$ cat src/rtl/core/cdpc_pkg.sv
// ---------------------------------------------------------------------------
// cdpc_pkg
// Shared types and fixed constants of the color distance pixel classifier.
// ---------------------------------------------------------------------------
package cdpc_pkg;

    localparam int PIX_W   = 19;
    localparam int DIST_W  = 24;
    localparam int CFG_W   = 48;
    localparam int RAD_W   = 50;
    localparam int ROOT_W  = 25;

    localparam logic [DIST_W-1:0] DIST_MAX = {DIST_W{1'b1}};

    localparam logic [CFG_W-1:0]  MEAN_RESET      = 48'h28C443855C6B;
    localparam logic [DIST_W-1:0] THRESHOLD_RESET = 24'd2048;

    // XYZ rows, coefficients for R, G, B in Q.12
    localparam logic [11:0] XYZ_COEF [3][3] = '{
        '{12'd1689, 12'd1465, 12'd739},
        '{12'd871,  12'd2929, 12'd296},
        '{12'd79,   12'd488,  12'd3892}
    };

    typedef enum logic [2:0] {
        REG_MEAN_XYZ  = 3'd0,
        REG_INV_ROW0  = 3'd1,
        REG_INV_ROW1  = 3'd2,
        REG_INV_ROW2  = 3'd3,
        REG_DECAY     = 3'd4,
        REG_THRESHOLD = 3'd5
    } cfg_reg_t;

    typedef struct packed {
        logic [PIX_W-1:0] idx;
        logic             first;
    } side_t;

endpackage

$ cat src/rtl/core/cdpc_sqrt.sv
// ---------------------------------------------------------------------------
// cdpc_sqrt
// Pipelined restoring square root, one root bit per stage, rounded to
// nearest and saturated to the distance width.
// ---------------------------------------------------------------------------
module cdpc_sqrt (
    input  logic                          clk,
    input  logic                          rst_n,
    input  logic                          en,
    input  logic                          in_valid,
    input  cdpc_pkg::side_t               in_side,
    input  logic [cdpc_pkg::RAD_W-1:0]    radicand,
    output logic                          out_valid,
    output cdpc_pkg::side_t               out_side,
    output logic [cdpc_pkg::DIST_W-1:0]   root
);

    localparam int N  = cdpc_pkg::ROOT_W;
    localparam int RW = cdpc_pkg::ROOT_W + 3;
    localparam int AW = cdpc_pkg::RAD_W;

    logic [RW-1:0]          rem_reg   [N];
    logic [N-1:0]           root_reg  [N];
    logic [AW-1:0]          rad_reg   [N];
    logic                   valid_reg [N];
    cdpc_pkg::side_t        side_reg  [N];

    logic                        fin_valid_reg;
    cdpc_pkg::side_t             fin_side_reg;
    logic [cdpc_pkg::DIST_W-1:0] fin_root_reg;

    genvar k;
    generate
        for (k = 0; k < N; k++) begin : g_stage
            logic [RW-1:0]   src_rem;
            logic [N-1:0]    src_root;
            logic [AW-1:0]   src_rad;
            logic            src_valid;
            cdpc_pkg::side_t src_side;
            logic [RW-1:0]   t_rem;
            logic [RW-1:0]   trial;

            if (k == 0) begin : g_first
                assign src_rem   = '0;
                assign src_root  = '0;
                assign src_rad   = radicand;
                assign src_valid = in_valid;
                assign src_side  = in_side;
            end
            else begin : g_next
                assign src_rem   = rem_reg[k-1];
                assign src_root  = root_reg[k-1];
                assign src_rad   = rad_reg[k-1];
                assign src_valid = valid_reg[k-1];
                assign src_side  = side_reg[k-1];
            end

            assign t_rem = {src_rem[RW-3:0], src_rad[AW-1 -: 2]};
            assign trial = RW'({src_root, 2'b01});

            always_ff @(posedge clk or negedge rst_n)
            begin
                if (!rst_n)
                begin
                    valid_reg[k] <= 1'b0;
                end
                else if (en)
                begin
                    valid_reg[k] <= src_valid;
                end
            end

            always_ff @(posedge clk)
            begin
                if (en)
                begin
                    side_reg[k] <= src_side;
                    rad_reg[k]  <= {src_rad[AW-3:0], 2'b00};
                    if (t_rem >= trial)
                    begin
                        rem_reg[k]  <= t_rem - trial;
                        root_reg[k] <= {src_root[N-2:0], 1'b1};
                    end
                    else
                    begin
                        rem_reg[k]  <= t_rem;
                        root_reg[k] <= {src_root[N-2:0], 1'b0};
                    end
                end
            end
        end
    endgenerate

    logic [N:0] rounded;

    always_comb
    begin
        rounded = {1'b0, root_reg[N-1]} +
                  (N+1)'(rem_reg[N-1] > RW'(root_reg[N-1]));
    end

    always_ff @(posedge clk or negedge rst_n)
    begin
        if (!rst_n)
        begin
            fin_valid_reg <= 1'b0;
        end
        else if (en)
        begin
            fin_valid_reg <= valid_reg[N-1];
        end
    end

    always_ff @(posedge clk)
    begin
        if (en)
        begin
            fin_side_reg <= side_reg[N-1];
            if (rounded > (N+1)'(cdpc_pkg::DIST_MAX))
            begin
                fin_root_reg <= cdpc_pkg::DIST_MAX;
            end
            else
            begin
                fin_root_reg <= rounded[cdpc_pkg::DIST_W-1:0];
            end
        end
    end

    assign out_valid = fin_valid_reg;
    assign out_side  = fin_side_reg;
    assign root      = fin_root_reg;

endmodule

$ cat config.mk
export PLATFORM = sky130hd
export DESIGN_NAME = cdpc_sqrt
export DESIGN_NICKNAME = d
export VERILOG_FILES = /design/src/rtl/core/cdpc_pkg.sv /design/src/rtl/core/cdpc_sqrt.sv
export SDC_FILE = /design/constraint.sdc
export NUM_CORES = 2
export LEC_CHECK = 0
export ABC_CLOCK_PERIOD_IN_PS = 5400
export BUFFER_PORTS_ARGS = -buffer_cell sky130_fd_sc_hd__buf_2
export CAP_MARGIN = 0
export CORE_MARGIN = 1.5
export CORE_UTILIZATION = 50
export CTS_CLUSTER_SIZE = 28
export DETAILED_ROUTE_END_ITERATION = 16
export PLACE_DENSITY = 0.74
export SETUP_SLACK_MARGIN = 0.05
export SKIP_LAST_GASP = 1
export SLEW_MARGIN = 25
export SYNTH_ARGS = -nofsm -noshare
export SYNTH_HDL_FRONTEND = slang
export SYNTH_SLANG_ARGS = --single-unit
export TNS_END_PERCENT = 20
$ cat constraint.sdc
create_clock -name clk -period 5.4 [get_ports clk]
set_input_delay 1.35 -clock clk [delete_from_list [all_inputs] [get_ports clk]]
set_output_delay 1.35 -clock clk [all_outputs]
set_load 0.05 [all_outputs]
Word level (Yosys, flattened, before mapping)

Memories as Yosys holds them, arrays and structs flattened. A register that Yosys moved wholly into a read port is not among the register bits.
Cells that the tools add are included.
W data, S select, Z words.

Add/subtract/negate cells: 26
Magnitude comparators: 27
Multiplexer cells: 202
Bitwise operators: 50

Operators with widths:

| operator               | number |
|---|---|
| $mux W28               | 25 |
| $ge A28 B27 Y1         | 24 |
| $sub A28 B27 Y28       | 24 |
| $mux W25               | 25 |
| $mux W1                | 152 |
| $or A1 B1 Y1           | 50 |
| $gt A28 B25 Y1         | 1 |
| $add A25 B1 Y26        | 1 |
| $gt A26 B24 Y1 const B | 1 |
| $sub A2 B1 Y3 const B  | 1 |
| $ge A2 B1 Y1 const B   | 1 |

Register bits after elaboration: 50
RAM bits: 3025
Bits of input ports: 74
Output and inout bits: 45
Logic and storage cells: 336
Memories: 4

Memories:

| name     | depth | width | read ports | clocked after Yosys merged registers in | wr ports | line            | text |
|---|---|---|---|---|---|---|---|
| rad_reg  | 25    | 48    | 24         | 0                                       | 25       | cdpc_sqrt.sv:24 | `logic [AW-1:0] rad_reg [N];` |
| rem_reg  | 25    | 28    | 25         | 0                                       | 25       | cdpc_sqrt.sv:22 | `logic [RW-1:0] rem_reg [N];` |
| root_reg | 25    | 25    | 25         | 0                                       | 25       | cdpc_sqrt.sv:23 | `logic [N-1:0] root_reg [N];` |
| side_reg | 25    | 20    | 25         | 1                                       | 25       | cdpc_sqrt.sv:26 | `cdpc_pkg::side_t side_reg [N];` |

Logic depth before layout (Yosys ltp)

An unclocked memory read counts as a cell.

Depth after elaboration: 6
Depth in mapped cells: 20
Mapped depth without buffers: 19

Worst setup path after synthesis

OpenSTA, ideal clock, no wires.

Kind: register to register
Start: mem root_reg[1][220] (netlist bit)
End: reg fin_root_reg, in the netlist root[12] (data pin)
Setup time: 274 ps
Arrival: 3843 ps
Path slack: 1283 ps
Cell stages (with the launch flop): 19
Clock period less this slack: 4117 ps
Path through: edfxtp_1 -> inv_1 -> ha_1 -> nand4_1 -> nor4_1 -> nand2_1 -> or3_1 -> o311a_1 -> o21ai_0 -> o41a_1 -> ha_1 -> ha_1 -> and3_1 -> nand4_1 -> nor3_1 -> nand3_1 -> mux2i_1 -> clkbuf_1 -> o21ai_0

RTL lines:

| what                   | line             | text |
|---|---|---|
| start: declaration     | cdpc_sqrt.sv:23  |  |
| end signal: assignment | cdpc_sqrt.sv:121 | `fin_root_reg <= cdpc_pkg::DIST_MAX;` |
| end signal: assignment | cdpc_sqrt.sv:125 | `fin_root_reg <= rounded[cdpc_pkg::DIST_W-1:0];` |
| end: declaration       | cdpc_sqrt.sv:30  | `logic [cdpc_pkg::DIST_W-1:0] fin_root_reg;` |

==> run_results.csv <==
group,metric,value,unit
outcome,status,"finished, final reports clean",
place,portBuffers,118,
setup_path,cp.required,5.99,ns
route,num_vias,49200,
setup_path,arrival,5.32,ns
synth,synthAdderAreaFrac,0.0530,
finish,drive_gt1_frac,0.0903,
finish,fill_cells,14000,
global_route,grt_max_degree,208,
finish,area_growth,12.1,%
synth,synth_area_leaders,"edfxtp_1 69%, ha_1 5.3%, xnor2_1 2.7%",
setup_path,cp_max_fo,24,
sta,fmax,211,MHz
synth,ys.flop_type,"edfxtp_1",
global_route,antenna_found_initial,0,
sta,post-route-min-period,4.74,ns
synth,synth_mux_area_frac,0.00966,
clock_network,clk_latency,0.86,ns
global_route,first_global_vias,49000,
die,io_pins,119,
route,postRouteAntennaNets,0,
sta,setup_ws,0.662,ns
setup_path,cpMaxStageDelayCell,"nor3_1",
clock_network,cts-root-buf,"clkbuf_16",
die,rows,155,
route,drt_iter0_drc,3205,
clock_network,postCtsSetupBuffers,0,
setup_path,rr_startpoint,"root_reg[1][220]",
setup_path,cp-end-kind,"flop",
place,dp_hpwl,108000,µm
clock_network,cts_inserted_buffers,213,
synth,yosysWarnings,0,
finish,register_area,63300,µm²
sta,hold_violations,0,
setup_path,crit_type,"reg2reg",
sta,skew,0.0341,ns
route,first_pass_iters,5,
global_route,grt_pass1_wl,250000,µm
place,dp_slack,0.683,ns
clock_network,clk_pin_slew,0.07,ns
synth,async_reset_ff_frac,0.0123,
synth,synth_nets,6791,
die,core-area,179000,µm²
die,die_h,428,µm
power,irDropWorstVdd,349,µV
global_route,gr-total-overflow,0,
setup_path,cp_cell_sequence,"inv_1 > ha_1 > nand4_1 > nor4_1 > nand2_1 > or3_1 > o311a_1 > o21ai_0 > o41a_1 > ha_1 > ha_1 > and3_1 > nand4_1 > nor3_1 > nand3_1 > mux2i_2 > buf_4 > o21ai_0",
die,die_w,428,µm
finish,final_nets,7064,
setup_path,setup.worst_path.start,"root_reg[1][220]",
setup_path,cpMostUsedCell,"ha_1",
sta,fin_crit_sh,0.877,
clock_network,clk_path_buf_depth,3,
synth,synth-simple-area-share,0.0833,
synth,synth_edf_count,2085,
clock_network,cts_tree,"built",
synth,synth_compound_area_frac,0.0769,
synth,synth-seq-cells,2112,
min_path,min-delay-start,"rad_reg[1][182]",
synth,avgSynthCellArea,14.2,µm²
synth,synth_top_family_by_area,"simple AND/OR/NAND/NOR gates",
sta,rsz0062_at_grt,"no",
finish,multi_input_area,24700,µm²
sta,slew_viol_final,0,
setup_path,startpoint_type,"flop",
power,p_total,0.0433,W
route,drc,0,
synth,syn_area,90100,µm²
sta,relSlewSlack,0.291,
route,detail_route.wl_per_cell,17.0,µm
finish,diodes,0,
setup_path,cpPeakStageDelay,0.58,ns
synth,synth_top_cell_by_area,"edfxtp_1",
synth,synth_cell_types,82,
synth,ys_seq_area_frac,0.702,
synth,synth-xor-area-share,0.0500,
setup_path,critical_path.top_delay_family,"simple AND/OR/NAND/NOR gates",
sta,worst_slew_pin_slew,1.04,ns
clock_network,hold_buffers,0,
finish,largest_reg_flops,617,
min_path,hp-class,"reg2reg",
synth,synth_top_area_share,0.695,
sta,tns,0,ns
global_route,grt_util_all_layers,0.170,
power,static-leakage-power,37.7,nW
clock_network,cts.sinks,2112,
power,p_per_area,429,nW/µm²
synth,syn_inst,6335,
clock_network,cts_resized,0,
setup_path,path_buf_inv,2,
route,drt-total-wl,155000,µm
route,routed_via_density,5.38,
sta,finalSetupViolations,0,
place,gp_congestion,0.907,
flow_run,drv_cap,0,
clock_network,cts-htree-levels,4,
die,initial_core_util,0.504,
die,dieArea,183000,µm²
[power by group]
| group | total (W) | switching (W) | internal, W |
|---|---|---|---|
| sequential | 0.0214 | 0.00102 | 0.0204 |
| combinational | 0.00706 | 0.00407 | 0.00299 |
| clock | 0.0148 | 0.00609 | 0.00872 |
[cells in the mapped netlist (102+ instances only)]
cell type and n:
o21ai_0 367, nand3_1 102, xnor2_1 278, nor3_1 123, a21o_1 120, edfxtp_1 2085, inv_1 470, clkbuf_1 110
ha_1 382, nand2_1 463, xor2_1 236, a21oi_1 323, nor2_1 321
[logic make-up (layout without fill, tap and decap cells)]
logic type / count (synthesis) / after routing
flip-flops: 2112 / 2112
buffers and inverters: 593 / 1045
multiplexers: 78 / 78
AND/OR/NAND/NOR: 1519 / 1519
XOR/XNOR: 514 / 514
adder cells (fa/ha/maj): 382 / 382
AO/OA/AOI/OAI: 1137 / 1137
[metrics by stage]
stage / util / hold slack, ns / area, µm² / instances
final: 0.565 / 0.398 / 101000 / 9142
after global routing: 0.565 / 0.388 / 101000 / 9142
after CTS: 0.564 / 0.387 / 101000 / 9140
after detailed placement: 0.525 / 0.405 / 93800 / 8746
after global placement: 0.525 / 0.400 / 93800 / 8746
after floorplan: - / 0.400 / 90100 / 6335
[path summary, 6_finish.rpt]
kind / end / slack (ns) / cells after the start
max: root[9] / 0.66 / 18
min: rad_reg[1][232] / 0.40 / 0
max reg2reg: root[9] / 0.66 / 18
min reg2reg: rad_reg[1][232] / 0.40 / 0
max in group asynchronous: g_stage[9].src_valid / 4.52 / 1
min in group asynchronous: g_stage[22].src_valid / 0.49 / 1
[cell type report]
cell class | instances | area share
clock inverter | 137 | 0.0151
multi-input combinational | 3630 | 0.244
tap | 2355 | 0.0292
sequential | 2112 | 0.627
clock buffer | 257 | 0.0553
inverter | 470 | 0.0175
timing repair buffer | 181 | 0.0122
[metal layers]
layer | global-route usage | wire (µm) | part of all wire | up-vias
met4 | 0.0888 | 7580 | 0.049 | 0
met2 | 0.299 | 78700 | 0.51 | 1034
met3 | 0.0283 | 5800 | 0.037 | 376
met5 | 0 | 0 | 0 | -
li1 | - | - | - | 24100
met1 | 0.200 | 62900 | 0.41 | 23600
[layout by cell type, fill, tap and decap left out, drive strengths merged, types with 29 or more instances in the layout]
| master | n |
|---|---|
| a211oi | 33 |
| a21o | 120 |
| a21oi | 323 |
| buf | 181 |
| clkbuf | 257 |
| clkinv | 90 |
| edfxtp | 2085 |
| ha | 382 |
| inv | 479 |
| mux2 | 72 |
| nand2 | 463 |
| nand2b | 82 |
| nand3 | 102 |
| nand4 | 65 |
| nor2 | 321 |
| nor2b | 43 |
| nor3 | 124 |
| nor4 | 81 |
| o211ai | 29 |
| o21a | 69 |
| o21ai | 370 |
| o21bai | 35 |
| or3 | 60 |
| xnor2 | 278 |
| xor2 | 236 |
Note: power is estimated with default switching activity, not from simulation.
